--- src/tdor_pkg.sv ---
// Shared types and constants for the torus dimension-order router.
// Holds the configuration, controller command and datapath status structs.
// Depends on nothing; every other file of the block uses it.
package tdor_pkg;

  // Defaults for the top-level parameters.
  localparam int MAX_DIMS_DEF     = 4;
  localparam int MAX_DIM_SIZE_DEF = 16;

  // Field and internal widths.
  localparam int NODE_W        = 16;  // node rank
  localparam int RANK_W        = 17;  // rank while routing, can pass 16 bits above the torus
  localparam int LINK_W        = 19;  // link table index
  localparam int OFF_W         = 20;  // node offset before truncation
  localparam int LPN_W         = 3;   // links per node
  localparam int NDIM_W        = 3;   // number of dimensions register
  localparam int SIZE_W        = 5;   // dimension size register
  localparam int NUM_SIZE_REGS = 4;   // dimension size registers in the map

  // Configuration port.
  localparam int CFG_IDX_W  = 3;
  localparam int CFG_DATA_W = 5;

  localparam logic [CFG_IDX_W-1:0] REG_NUM_DIMS       = 3'd0;
  localparam logic [CFG_IDX_W-1:0] REG_DIM_SIZE_0     = 3'd1;
  localparam logic [CFG_IDX_W-1:0] REG_DIM_SIZE_1     = 3'd2;
  localparam logic [CFG_IDX_W-1:0] REG_DIM_SIZE_2     = 3'd3;
  localparam logic [CFG_IDX_W-1:0] REG_DIM_SIZE_3     = 3'd4;
  localparam logic [CFG_IDX_W-1:0] REG_LOOPBACK_ON    = 3'd5;
  localparam logic [CFG_IDX_W-1:0] REG_LIMITER_ON     = 3'd6;
  localparam logic [CFG_IDX_W-1:0] REG_LINKS_PER_NODE = 3'd7;

  // Configuration register file contents.
  typedef struct packed {
    logic [NDIM_W-1:0]                    num_dims;
    logic [NUM_SIZE_REGS-1:0][SIZE_W-1:0] dim_size;
    logic                                 loopback_on;
    logic                                 limiter_on;
    logic [LPN_W-1:0]                     links_per_node;
  } cfg_t;

  // Commands from the controller to the datapath.
  typedef struct packed {
    logic start;      // latch a new request
    logic load_loop;  // load the loopback result
    logic div_step;   // one restoring division step on both ranks
    logic div_store;  // keep coordinates and strides of the current dimension
    logic dim_clear;  // back to dimension 0
    logic dim_inc;    // next dimension
    logic dim_init;   // start walking the current dimension
    logic hop_calc;   // work out the next coordinate and rank
    logic off_calc;   // work out the node offset of the hop
    logic load_lim;   // load the limiter result
    logic load_link;  // load the link result
    logic advance;    // move to the next node
  } cmd_t;

  // Status from the datapath to the controller.
  typedef struct packed {
    logic in_router;    // request involves a router
    logic in_same;      // source equals destination
    logic loopback_on;
    logic limiter_on;
    logic dim_is_last;  // current dimension is the last one in use
    logic dim_differs;  // source and target coordinates differ here
    logic hop_done;     // the pending hop reaches the target coordinate
    logic out_lim;      // held result is a limiter entry
    logic out_last;     // held result ends the route
  } sts_t;

endpackage

--- src/tdor_ctrl.sv ---
// Controller state machine of the torus dimension-order router.
// Sequences division, dimension walk, hop computation and result handoff.
// Depends on tdor_pkg for the command and status structs.
module tdor_ctrl (
  input  logic           clk,
  input  logic           rst,
  input  logic           in_valid,
  output logic           in_ready,
  output logic           out_valid,
  input  logic           out_ready,
  input  tdor_pkg::sts_t sts,
  output tdor_pkg::cmd_t cmd
);

  localparam int CNT_W = $clog2(tdor_pkg::NODE_W);

  localparam logic [3:0] S_IDLE  = 4'd0;
  localparam logic [3:0] S_DIV   = 4'd1;
  localparam logic [3:0] S_STORE = 4'd2;
  localparam logic [3:0] S_SEL   = 4'd3;
  localparam logic [3:0] S_HOP   = 4'd4;
  localparam logic [3:0] S_OFF   = 4'd5;
  localparam logic [3:0] S_LIM   = 4'd6;
  localparam logic [3:0] S_LINK  = 4'd7;
  localparam logic [3:0] S_SEND  = 4'd8;

  logic [3:0]       state, state_next;
  logic [CNT_W-1:0] cnt, cnt_next;

  // State and division bit counter.
  always_ff @(posedge clk) begin
    if (rst) begin
      state <= S_IDLE;
      cnt   <= '0;
    end else begin
      state <= state_next;
      cnt   <= cnt_next;
    end
  end

  assign in_ready  = (state == S_IDLE);
  assign out_valid = (state == S_SEND);

  // Next state and commands.
  always_comb begin
    state_next = state;
    cnt_next   = cnt;
    cmd        = '0;
    case (state)
      S_IDLE: begin
        if (in_valid) begin
          cmd.start = 1'b1;
          if (sts.in_router) begin
            state_next = S_IDLE;
          end else if (sts.in_same) begin
            if (sts.loopback_on) begin
              cmd.load_loop = 1'b1;
              state_next    = S_SEND;
            end
          end else begin
            cnt_next   = '0;
            state_next = S_DIV;
          end
        end
      end
      S_DIV: begin
        cmd.div_step = 1'b1;
        cnt_next     = cnt + CNT_W'(1);
        if (cnt == '1) begin
          state_next = S_STORE;
        end
      end
      S_STORE: begin
        cmd.div_store = 1'b1;
        if (sts.dim_is_last) begin
          cmd.dim_clear = 1'b1;
          state_next    = S_SEL;
        end else begin
          cmd.dim_inc = 1'b1;
          state_next  = S_DIV;
        end
      end
      S_SEL: begin
        // Skip dimensions that already match; stop after the last one.
        if (sts.dim_differs) begin
          cmd.dim_init = 1'b1;
          state_next   = S_HOP;
        end else if (sts.dim_is_last) begin
          state_next = S_IDLE;
        end else begin
          cmd.dim_inc = 1'b1;
        end
      end
      S_HOP: begin
        cmd.hop_calc = 1'b1;
        state_next   = S_OFF;
      end
      S_OFF: begin
        cmd.off_calc = 1'b1;
        state_next   = sts.limiter_on ? S_LIM : S_LINK;
      end
      S_LIM: begin
        cmd.load_lim = 1'b1;
        state_next   = S_SEND;
      end
      S_LINK: begin
        cmd.load_link = 1'b1;
        state_next    = S_SEND;
      end
      S_SEND: begin
        if (out_ready) begin
          if (sts.out_lim) begin
            state_next = S_LINK;
          end else if (sts.out_last) begin
            state_next = S_IDLE;
          end else begin
            cmd.advance = 1'b1;
            if (sts.hop_done) begin
              cmd.dim_inc = 1'b1;
              state_next  = S_SEL;
            end else begin
              state_next = S_HOP;
            end
          end
        end
      end
      default: begin
        state_next = S_IDLE;
      end
    endcase
  end

endmodule

--- src/tdor_dp.sv ---
// Datapath of the torus dimension-order router.
// Serial coordinate division, strides, hop arithmetic and the result register.
// Depends on tdor_pkg; driven by tdor_ctrl through the command struct.
module tdor_dp #(
  parameter int MAX_DIMS     = tdor_pkg::MAX_DIMS_DEF,
  parameter int MAX_DIM_SIZE = tdor_pkg::MAX_DIM_SIZE_DEF
) (
  input  logic                          clk,
  input  logic                          rst,
  input  tdor_pkg::cfg_t                cfg,
  input  tdor_pkg::cmd_t                cmd,
  input  logic [tdor_pkg::NODE_W-1:0]   src_node,
  input  logic [tdor_pkg::NODE_W-1:0]   dst_node,
  input  logic                          src_router,
  input  logic                          dst_router,
  output tdor_pkg::sts_t                sts,
  output logic [tdor_pkg::LINK_W-1:0]   link_index,
  output logic                          use_up,
  output logic                          limiter_entry,
  output logic [tdor_pkg::NODE_W-1:0]   hop_node,
  output logic                          last
);

  localparam int NODE_W = tdor_pkg::NODE_W;
  localparam int RANK_W = tdor_pkg::RANK_W;
  localparam int LINK_W = tdor_pkg::LINK_W;
  localparam int OFF_W  = tdor_pkg::OFF_W;
  localparam int NDIM_W = tdor_pkg::NDIM_W;
  localparam int SIZE_W = tdor_pkg::SIZE_W;
  localparam int DW     = (MAX_DIMS > 1) ? $clog2(MAX_DIMS) : 1;
  localparam int CW     = $clog2(MAX_DIM_SIZE);  // coordinate
  localparam int SW     = CW + 1;                // dimension size
  localparam int SW1    = SW + 1;                // direction arithmetic
  localparam int PW     = RANK_W + SW;           // stride product

  // Effective configuration, out-of-range values clamped.
  logic [NDIM_W-1:0] nd_eff;
  logic [DW-1:0]     nd_last;
  logic [SW-1:0]     sz [MAX_DIMS];

  always_comb begin
    if (cfg.num_dims == '0) begin
      nd_eff = NDIM_W'(1);
    end else if (cfg.num_dims > NDIM_W'(MAX_DIMS)) begin
      nd_eff = NDIM_W'(MAX_DIMS);
    end else begin
      nd_eff = cfg.num_dims;
    end
    nd_last = DW'(nd_eff - NDIM_W'(1));
    for (int i = 0; i < MAX_DIMS; i++) begin
      if (cfg.dim_size[i] == '0) begin
        sz[i] = SW'(1);
      end else if (cfg.dim_size[i] > SIZE_W'(MAX_DIM_SIZE)) begin
        sz[i] = SW'(MAX_DIM_SIZE);
      end else begin
        sz[i] = SW'(cfg.dim_size[i]);
      end
    end
  end

  // Request and routing registers.
  logic [DW-1:0]     dim;
  logic [NODE_W-1:0] q_src, q_dst;
  logic [CW-1:0]     rem_src, rem_dst;
  logic [RANK_W-1:0] prod;
  logic [CW-1:0]     sc [MAX_DIMS];
  logic [CW-1:0]     dc [MAX_DIMS];
  logic [RANK_W-1:0] stride [MAX_DIMS];
  logic [RANK_W-1:0] span [MAX_DIMS];
  logic [CW-1:0]     cur, nc;
  logic              right;
  logic [RANK_W-1:0] cur_rank, nrank;
  logic [OFF_W-1:0]  off;

  // Restoring division step on both ranks by the current dimension size.
  logic [SW-1:0] dsz, sh_src, sh_dst, df_src, df_dst;
  logic          ge_src, ge_dst;

  assign dsz    = sz[dim];
  assign sh_src = {rem_src, q_src[NODE_W-1]};
  assign sh_dst = {rem_dst, q_dst[NODE_W-1]};
  assign df_src = sh_src - dsz;
  assign df_dst = sh_dst - dsz;
  assign ge_src = (sh_src >= dsz);
  assign ge_dst = (sh_dst >= dsz);

  // Stride of the next dimension and the span of a wrap in this one.
  logic [PW-1:0]     prod_w;
  logic [RANK_W-1:0] prod_mul;

  assign prod_w   = PW'(prod) * PW'(dsz);
  assign prod_mul = prod_w[RANK_W-1:0];

  // Direction in the current dimension, with wrap-around.
  logic [SW1-1:0] s_w, t_w, m_w, half_w, sum_w, wrap_w;
  logic           dir_right;

  always_comb begin
    s_w       = SW1'(sc[dim]);
    t_w       = SW1'(dc[dim]);
    m_w       = SW1'(dsz);
    half_w    = m_w >> 1;
    sum_w     = s_w + half_w;
    wrap_w    = (sum_w >= m_w) ? (sum_w - m_w) : sum_w;
    dir_right = ((t_w > s_w) && (t_w <= sum_w)) || ((s_w > half_w) && (wrap_w >= t_w));
  end

  // Highest coordinate of the current dimension.
  logic [SW-1:0] m1_w;
  logic [CW-1:0] m1;

  assign m1_w = dsz - SW'(1);
  assign m1   = m1_w[CW-1:0];

  // Node offset and result link sums.
  logic [RANK_W-1:0] rank_sel;
  logic [OFF_W-1:0]  off_prod, lim_sum, link_sum;
  logic [LINK_W-1:0] loop_prod;

  assign rank_sel  = right ? cur_rank : nrank;
  assign off_prod  = OFF_W'(rank_sel) * OFF_W'(cfg.links_per_node);
  assign lim_sum   = off + OFF_W'(cfg.loopback_on);
  assign link_sum  = off + OFF_W'(cfg.loopback_on) + OFF_W'(cfg.limiter_on) + OFF_W'(dim);
  assign loop_prod = LINK_W'(src_node) * LINK_W'(cfg.links_per_node);

  // Any dimension after the current one still to be walked.
  logic later_diff;

  always_comb begin
    later_diff = 1'b0;
    for (int i = 0; i < MAX_DIMS; i++) begin
      if ((NDIM_W'(i) < nd_eff) && (DW'(i) > dim) && (sc[i] != dc[i])) begin
        later_diff = 1'b1;
      end
    end
  end

  // Dimension index.
  always_ff @(posedge clk) begin
    if (rst) begin
      dim <= '0;
    end else if (cmd.start || cmd.dim_clear) begin
      dim <= '0;
    end else if (cmd.dim_inc) begin
      dim <= dim + DW'(1);
    end
  end

  // Division, coordinates and strides.
  always_ff @(posedge clk) begin
    if (cmd.start) begin
      q_src   <= src_node;
      q_dst   <= dst_node;
      rem_src <= '0;
      rem_dst <= '0;
      prod    <= RANK_W'(1);
    end else if (cmd.div_step) begin
      q_src   <= {q_src[NODE_W-2:0], ge_src};
      q_dst   <= {q_dst[NODE_W-2:0], ge_dst};
      rem_src <= ge_src ? df_src[CW-1:0] : sh_src[CW-1:0];
      rem_dst <= ge_dst ? df_dst[CW-1:0] : sh_dst[CW-1:0];
    end else if (cmd.div_store) begin
      sc[dim]     <= rem_src;
      dc[dim]     <= rem_dst;
      stride[dim] <= prod;
      span[dim]   <= prod_mul - prod;
      prod        <= prod_mul;
      rem_src     <= '0;
      rem_dst     <= '0;
    end
  end

  // Walk through the current dimension one hop at a time.
  always_ff @(posedge clk) begin
    if (cmd.start) begin
      cur_rank <= RANK_W'(src_node);
    end else if (cmd.dim_init) begin
      cur   <= sc[dim];
      right <= dir_right;
    end else if (cmd.hop_calc) begin
      if (right) begin
        if (cur == m1) begin
          nc    <= '0;
          nrank <= cur_rank - span[dim];
        end else begin
          nc    <= cur + CW'(1);
          nrank <= cur_rank + stride[dim];
        end
      end else begin
        if (cur == '0) begin
          nc    <= m1;
          nrank <= cur_rank + span[dim];
        end else begin
          nc    <= cur - CW'(1);
          nrank <= cur_rank - stride[dim];
        end
      end
    end else if (cmd.off_calc) begin
      off <= off_prod;
    end else if (cmd.advance) begin
      cur      <= nc;
      cur_rank <= nrank;
    end
  end

  // Result register, held until the result is taken.
  always_ff @(posedge clk) begin
    if (cmd.load_loop) begin
      link_index    <= loop_prod;
      use_up        <= 1'b1;
      limiter_entry <= 1'b0;
      hop_node      <= src_node;
      last          <= 1'b1;
    end else if (cmd.load_lim) begin
      link_index    <= lim_sum[LINK_W-1:0];
      use_up        <= 1'b1;
      limiter_entry <= 1'b1;
      hop_node      <= nrank[NODE_W-1:0];
      last          <= 1'b0;
    end else if (cmd.load_link) begin
      link_index    <= link_sum[LINK_W-1:0];
      use_up        <= right;
      limiter_entry <= 1'b0;
      hop_node      <= nrank[NODE_W-1:0];
      last          <= (nc == dc[dim]) && !later_diff;
    end
  end

  // Status to the controller.
  always_comb begin
    sts.in_router   = src_router | dst_router;
    sts.in_same     = (src_node == dst_node);
    sts.loopback_on = cfg.loopback_on;
    sts.limiter_on  = cfg.limiter_on;
    sts.dim_is_last = (dim == nd_last);
    sts.dim_differs = (sc[dim] != dc[dim]);
    sts.hop_done    = (nc == dc[dim]);
    sts.out_lim     = limiter_entry;
    sts.out_last    = last;
  end

endmodule

--- src/torus_dimension_order_router_unit.sv ---
// Torus dimension-order router: one route request in, a run of link entries out.
// The serial coordinate division runs once per dimension in use, then the dimensions are
// scanned and each hop is computed, its limiter entry first when enabled, and held until
// taken; a loopback answer is loaded straight from the request. One request at a time.
// Reset (rst, synchronous) idles the controller and restores register defaults.
module torus_dimension_order_router_unit #(
  parameter int MAX_DIMS     = tdor_pkg::MAX_DIMS_DEF,
  parameter int MAX_DIM_SIZE = tdor_pkg::MAX_DIM_SIZE_DEF
) (
  input  logic                               clk,
  input  logic                               rst,
  // Route requests.
  input  logic                               s_tvalid,
  output logic                               s_tready,
  input  logic [31:0]                        s_tdata,   // src_node, dst_node
  input  logic [1:0]                         s_tuser,   // src_router, dst_router
  // Route results.
  output logic                               m_tvalid,
  input  logic                               m_tready,
  output logic [39:0]                        m_tdata,   // link_index, hop_node
  output logic [1:0]                         m_tuser,   // use_up, limiter_entry
  output logic                               m_tlast,
  // Register writes.
  input  logic                               cfg_valid,
  output logic                               cfg_ready,
  input  logic [tdor_pkg::CFG_IDX_W-1:0]     cfg_index,
  input  logic [tdor_pkg::CFG_DATA_W-1:0]    cfg_data
);

  localparam int NODE_W = tdor_pkg::NODE_W;
  localparam int LINK_W = tdor_pkg::LINK_W;
  localparam int PAD_W  = 40 - LINK_W - NODE_W;

  tdor_pkg::cfg_t cfg;
  tdor_pkg::cmd_t cmd;
  tdor_pkg::sts_t sts;

  logic [LINK_W-1:0] link_index;
  logic [NODE_W-1:0] hop_node;
  logic              use_up, limiter_entry, last;

  // Configuration registers.
  assign cfg_ready = 1'b1;

  always_ff @(posedge clk) begin
    if (rst) begin
      cfg.num_dims       <= tdor_pkg::NDIM_W'(1);
      cfg.dim_size       <= {tdor_pkg::NUM_SIZE_REGS{tdor_pkg::SIZE_W'(1)}};
      cfg.loopback_on    <= 1'b0;
      cfg.limiter_on     <= 1'b0;
      cfg.links_per_node <= tdor_pkg::LPN_W'(1);
    end else if (cfg_valid && cfg_ready) begin
      case (cfg_index)
        tdor_pkg::REG_NUM_DIMS:       cfg.num_dims <= cfg_data[tdor_pkg::NDIM_W-1:0];
        tdor_pkg::REG_DIM_SIZE_0:     cfg.dim_size[0] <= cfg_data[tdor_pkg::SIZE_W-1:0];
        tdor_pkg::REG_DIM_SIZE_1:     cfg.dim_size[1] <= cfg_data[tdor_pkg::SIZE_W-1:0];
        tdor_pkg::REG_DIM_SIZE_2:     cfg.dim_size[2] <= cfg_data[tdor_pkg::SIZE_W-1:0];
        tdor_pkg::REG_DIM_SIZE_3:     cfg.dim_size[3] <= cfg_data[tdor_pkg::SIZE_W-1:0];
        tdor_pkg::REG_LOOPBACK_ON:    cfg.loopback_on <= cfg_data[0];
        tdor_pkg::REG_LIMITER_ON:     cfg.limiter_on <= cfg_data[0];
        tdor_pkg::REG_LINKS_PER_NODE: cfg.links_per_node <= cfg_data[tdor_pkg::LPN_W-1:0];
        default: begin
        end
      endcase
    end
  end

  // Controller.
  tdor_ctrl u_ctrl (
    .clk       (clk),
    .rst       (rst),
    .in_valid  (s_tvalid),
    .in_ready  (s_tready),
    .out_valid (m_tvalid),
    .out_ready (m_tready),
    .sts       (sts),
    .cmd       (cmd)
  );

  // Datapath.
  tdor_dp #(
    .MAX_DIMS     (MAX_DIMS),
    .MAX_DIM_SIZE (MAX_DIM_SIZE)
  ) u_dp (
    .clk           (clk),
    .rst           (rst),
    .cfg           (cfg),
    .cmd           (cmd),
    .src_node      (s_tdata[15:0]),
    .dst_node      (s_tdata[31:16]),
    .src_router    (s_tuser[0]),
    .dst_router    (s_tuser[1]),
    .sts           (sts),
    .link_index    (link_index),
    .use_up        (use_up),
    .limiter_entry (limiter_entry),
    .hop_node      (hop_node),
    .last          (last)
  );

  // Result packing.
  assign m_tdata = {{PAD_W{1'b0}}, hop_node, link_index};
  assign m_tuser = {limiter_entry, use_up};
  assign m_tlast = last;

  // A result on offer means no new request is being taken.
  a_one_request: assert property (@(posedge clk) disable iff (rst)
    m_tvalid |-> !s_tready)
    else $error("request taken while a result is pending");

  // The last result of a route frees the block for the next request.
  a_free_after_last: assert property (@(posedge clk) disable iff (rst)
    (m_tvalid && m_tready && m_tlast) |=> s_tready)
    else $error("block not ready after the last result");

  // A limiter entry never ends a route.
  a_lim_not_last: assert property (@(posedge clk) disable iff (rst)
    (m_tvalid && m_tuser[1]) |-> !m_tlast)
    else $error("limiter entry marked last");

  // A limiter entry is followed by its link entry, loaded in the next cycle.
  a_lim_then_link: assert property (@(posedge clk) disable iff (rst)
    (m_tvalid && m_tready && m_tuser[1]) |=> (!m_tvalid ##1 (m_tvalid && !m_tuser[1])))
    else $error("limiter entry not followed by its link entry");

endmodule

--- config.mk ---
export PLATFORM = sky130hd
export DESIGN_NAME = torus_dimension_order_router_unit
export DESIGN_NICKNAME = d
export VERILOG_FILES = /design/src/tdor_pkg.sv /design/src/tdor_ctrl.sv /design/src/tdor_dp.sv /design/src/torus_dimension_order_router_unit.sv
export SDC_FILE = /design/constraint.sdc
export NUM_CORES = 1
export LEC_CHECK = 0
export BUFFER_PORTS_ARGS = -buffer_cell sky130_fd_sc_hd__buf_2
export CAP_MARGIN = 20
export CORE_ASPECT_RATIO = 1.5
export CORE_UTILIZATION = 55
export CTS_CLUSTER_SIZE = 8
export DETAILED_ROUTE_END_ITERATION = 16
export HOLD_SLACK_MARGIN = 0.1
export PLACE_DENSITY = 0.76
export SLEW_MARGIN = 10
export SYNTH_ARGS = -nofsm -noshare
export SYNTH_HDL_FRONTEND = slang
export SYNTH_SLANG_ARGS = --single-unit
--- constraint.sdc ---
create_clock -name clk -period 13.8 [get_ports clk]
set_input_delay 2.07 -clock clk [delete_from_list [all_inputs] [get_ports clk]]
set_output_delay 2.07 -clock clk [all_outputs]
set_load 0.005 [all_outputs]
==> results_tabular.tex <==
\begin{tabular}{lr}
\hline
Metric & Value \\
\hline
\multicolumn{2}{l}{\textbf{Clocking}} \\
Cts bufs inserted & 51 \\
Max H-tree Level & 2 \\
Root Driver & sky130\_fd\_sc\_hd\_\_clkbuf\_16 \\
Clk slew on worst S/H paths & 60 ps \\
Buffers inserted by post-CTS timing repair & 0 \\
Maximum buffer depth of the clock tree & 3 \\
CTS tree & done \\
CTS Hold Buffers Added & 0 \\
CTS-repair resized insts & 0 \\
Sinks on Clock Net & 365 \\
Source-to-sink clock delay at the later pin of the worst-skew pair & a little under 600 ps \\
\multicolumn{2}{l}{\textbf{Logic synthesis}} \\
Post-synth cell types & around 80 \\
Post-Syn Instances & $\sim$2300 \\
Fraction of registers with async set/reset & 0\% \\
Number of synthesized register bits & 365 \\
Post-synthesis sequential area ratio & around 44\% \\
Count of synthesis-stage warnings from yosys & 0 \\
EDFF count, synth & 296 \\
Main synth FF type & sky130\_fd\_sc\_hd\_\_edfxtp\_1 \\
Mean instance size in the synthesized netlist & roughly 10 sq um \\
Post-Syn Area & 23600 sq um \\
\multicolumn{2}{l}{\textbf{Placement}} \\
Detailed Place HPWL & approximately 44000 um \\
Port Buffer Count & 86 \\
Gpl congestion & 0.950 \\
\multicolumn{2}{l}{\textbf{Setup path}} \\
Worst endpoint data arrival time & about 7400 ps \\
Buf+Inv Stages, Crit Path & 4 \\
Maximum net fanout on the critical path & 18 \\
Largest stage delay, worst path & 710 ps \\
Cell at the slowest stage of the critical path & sky130\_fd\_sc\_hd\_\_dfxtp\_1 \\
Critical path's top delay family & compound AO/OA/AOI/OAI gates \\
Startpoint of the lowest-slack register-to-register path & u\_dp.dim[0]\$\_SDFFE\_PP0P\_ \\
Setup Crit Path Kind & flip-flop to flip-flop \\
Type of destination of the critical path & flip-flop \\
Worst EP required & approximately 14000 ps \\
Cell breakdown of the critical path & nor2\_1 -> a221oi\_1 -> a21oi\_1 -> buf\_4 -> inv\_1 -> nor2\_1 -> fa\_1 -> fa\_1 -> inv\_1 -> fa\_1 -> inv\_1 -> ha\_1 -> o21ai\_0 -> a21boi\_0 -> o21ai\_0 -> nor2b\_1 -> xnor2\_1 -> ha\_1 -> o21a\_1 -> o31a\_1 -> o41ai\_1 -> o21ai\_0 -> a31oi\_1 -> xnor2\_1 \\
Critical path origin & u\_dp.dim[0]\$\_SDFFE\_PP0P\_ \\
Startpoint Class & flip-flop \\
\multicolumn{2}{l}{\textbf{STA}} \\
Tightest Pin Transition & 1090 ps \\
Achievable clock frequency & roughly 140 MHz \\
Hold violation count in the final report & 0 \\
Clk\_skew & 14.7 ps \\
Final sum of negative setup slack & 0 ps \\
Number of pins with negative max-slew slack in the final report & 0 \\
Setup repair after global routing missed its margin & false \\
Finish-stage setup viols & 0 \\
Worst hold slack & approximately 460 ps \\
Final min period & roughly 7000 ps \\
Relative slew slack & a little over a quarter \\
Share of the clock period used by the worst path after layout & 51.5\% \\
\multicolumn{2}{l}{\textbf{Detailed routing}} \\
Number of design rule violations left after detail routing & 0 \\
Post-DR wirelength/cell & around 20 um \\
Iteration-0 DRC Markers & about 1200 \\
Number of routed nets with antenna violations & 0 \\
DR pass1 iterations & 5 \\
WL final & between 60000 and 70000 um \\
Total number of vias & between 15000 and 20000 \\
Post-DR vias/cell & approximately 5.9 \\
\multicolumn{2}{l}{\textbf{Floorplanning}} \\
Starting density of the core & 56.0\% \\
Width of the chip & 171 um \\
Placeable core region & around 42000 sq um \\
Number of rows created at floorplan & 92 \\
Area of the die & around 44000 sq um \\
Die height & around 260 um \\
Number of placed I/O pins & just over 90 \\
\multicolumn{2}{l}{\textbf{Cells and area}} \\
Synth-to-Final Area Change & 10.6\% \\
Top library cells by usage in the layout, fill and taps aside & sky130\_fd\_sc\_hd\_\_nand2\_1, sky130\_fd\_sc\_hd\_\_edfxtp\_1, sky130\_fd\_sc\_hd\_\_inv\_1, sky130\_fd\_sc\_hd\_\_nor2\_1, sky130\_fd\_sc\_hd\_\_ha\_1 \\
Fin nets & about 2600 \\
Fraction of final layout cells with drive strength greater than 1 & a little under an eighth \\
Number of filler cells placed in the layout & between 3000 and 4000 \\
Antenna Diode Count & 0 \\
Most common cell after layout, fill and taps aside & sky130\_fd\_sc\_hd\_\_nand2\_1 \\
\multicolumn{2}{l}{\textbf{Worst hold path}} \\
Launch point of the worst hold path & cfg[0]\$\_SDFFE\_PP1P\_ \\
Class of the tightest hold or removal check & flip-flop to flip-flop \\
\multicolumn{2}{l}{\textbf{GRT}} \\
Via count of the first global-routing pass & between 15000 and 20000 \\
First-pass GRT wire length & around 96000 um \\
Remaining Overflow, GRT & 0 \\
Gr usage total & between 20\% and 30\% \\
Number of antenna violations at the first check in global routing & 0 \\
Largest net degree at the start of global routing & 62 \\
\multicolumn{2}{l}{\textbf{Power}} \\
Fraction of power spent switching nets & between 20\% and 30\% \\
Net Switching & 0.741 mW \\
Maximum ir drop on the vdd rail & 0.0878 mV \\
Clock network power share & approximately 42\% \\
Fraction of power consumed by sequential logic & about 45\% \\
Standby leakage power & 10.4 nW \\
Sum of internal, switching and leakage power & about 2.8 mW \\
Proportion of power drawn by combinational gates & between 10\% and 20\% \\
Pwr dens & around 110 nW/um\^{}2 \\
Internal power of the cells & between 2 and 2.5 mW \\
\multicolumn{2}{l}{\textbf{Job}} \\
Max Cap Viol & 0 \\
\multicolumn{2}{l}{\textbf{Status}} \\
Status & completed \\
\hline
\end{tabular}
[synthesized netlist by cell type (all sizes together) (23+ instances only)]
master / instances / share of area (%)
edfxtp: 296 / 38
mux2: 31 / 1.5
nor2b: 30 / 0.80
xnor2: 110 / 4.1
mux2i: 43 / 1.8
a21oi: 96 / 2.0
o21ai: 89 / 1.9
buf: 25 / 0.68
nand2: 372 / 5.9
ha: 135 / 7.2
fa: 77 / 6.5
nor2: 195 / 3.1
nand3: 29 / 0.62
xor2: 58 / 2.2
nor3: 42 / 0.91
inv: 202 / 3.2
clkbuf: 61 / 0.97
mux4: 42 / 4.1
dfxtp: 69 / 5.9
a21o: 23 / 0.73
[worst paths after layout]
| check | cells past startpoint | slack (ps) | end |
|---|---|---|---|
| setup / recovery | 24 | 6700 | u_dp.span[3][16]$_DFFE_PP_ |
| hold / removal | 1 | 460 | cfg[0]$_SDFFE_PP1P_ |
| setup reg to reg | 24 | 6700 | u_dp.span[3][16]$_DFFE_PP_ |
| hold reg to reg | 1 | 460 | cfg[0]$_SDFFE_PP1P_ |
[kinds of logic after synthesis]
group / synth area share, %
xor gates and xnor gates: 6.24
buffers and inverters: 4.86
AOI/OAI and AO/OA: 8.95
adders and majority gates: 13.7
other: 0.0318
muxes: 7.41
DFF: 43.5
and+or+nand+nor: 15.3
[sequential cells by signal, indices dropped and copies added (netlist names), 17 cells and up, named ones only]
register / flops
u_dp.span: 68
u_dp.nrank: 17
u_dp.prod: 17
u_dp.cur_rank: 17
cfg: 28
u_dp.stride: 68
u_dp.link_index: 19
u_dp.off: 19
[layout make-up]
class	count	area [sq um]	area share [%]
Clock buffer	91	1430	5.47
Clock inverter	4	60.1	0.230
Inverter	202	758	2.91
Multi-Input combinational cell	1640	12200	46.9
Sequential cell	365	10300	39.4
Tap cell	564	706	2.70
Timing Repair Buffer	112	627	2.40
[power by group through the flow]
stage	registers, mW	clock network, mW	logic [mW]
after detailed placement	1.30	0	0.364
after floorplan	1.29	0	0.263
after global routing	1.29	1.23	0.415
after global placement	1.30	0	0.348
final	1.28	1.17	0.373
after CTS	1.28	1.18	0.369
[per-layer routing]
layer,GRT usage [%],wire length [um],up-vias,share of wire [%]
met5,0,0,-,0
met4,18.0,3690,0,6.1
met3,4.42,3280,216,5.4
met2,51.9,32200,626,54
met1,29.5,21000,8655,35
li1,-,-,8117,-
[stage by stage]
stage	util (%)	worst slack, ps	instance area, sq um	cells
after floorplan	-	7430	23600	2293
after global placement	58.4	7140	24600	2881
after detailed placement	58.4	6860	24600	2882
after CTS	61.9	6830	26100	2977
after global routing	61.9	6250	26100	2978
final	61.9	6700	26100	2978
(Power assumes the default switching activity.)
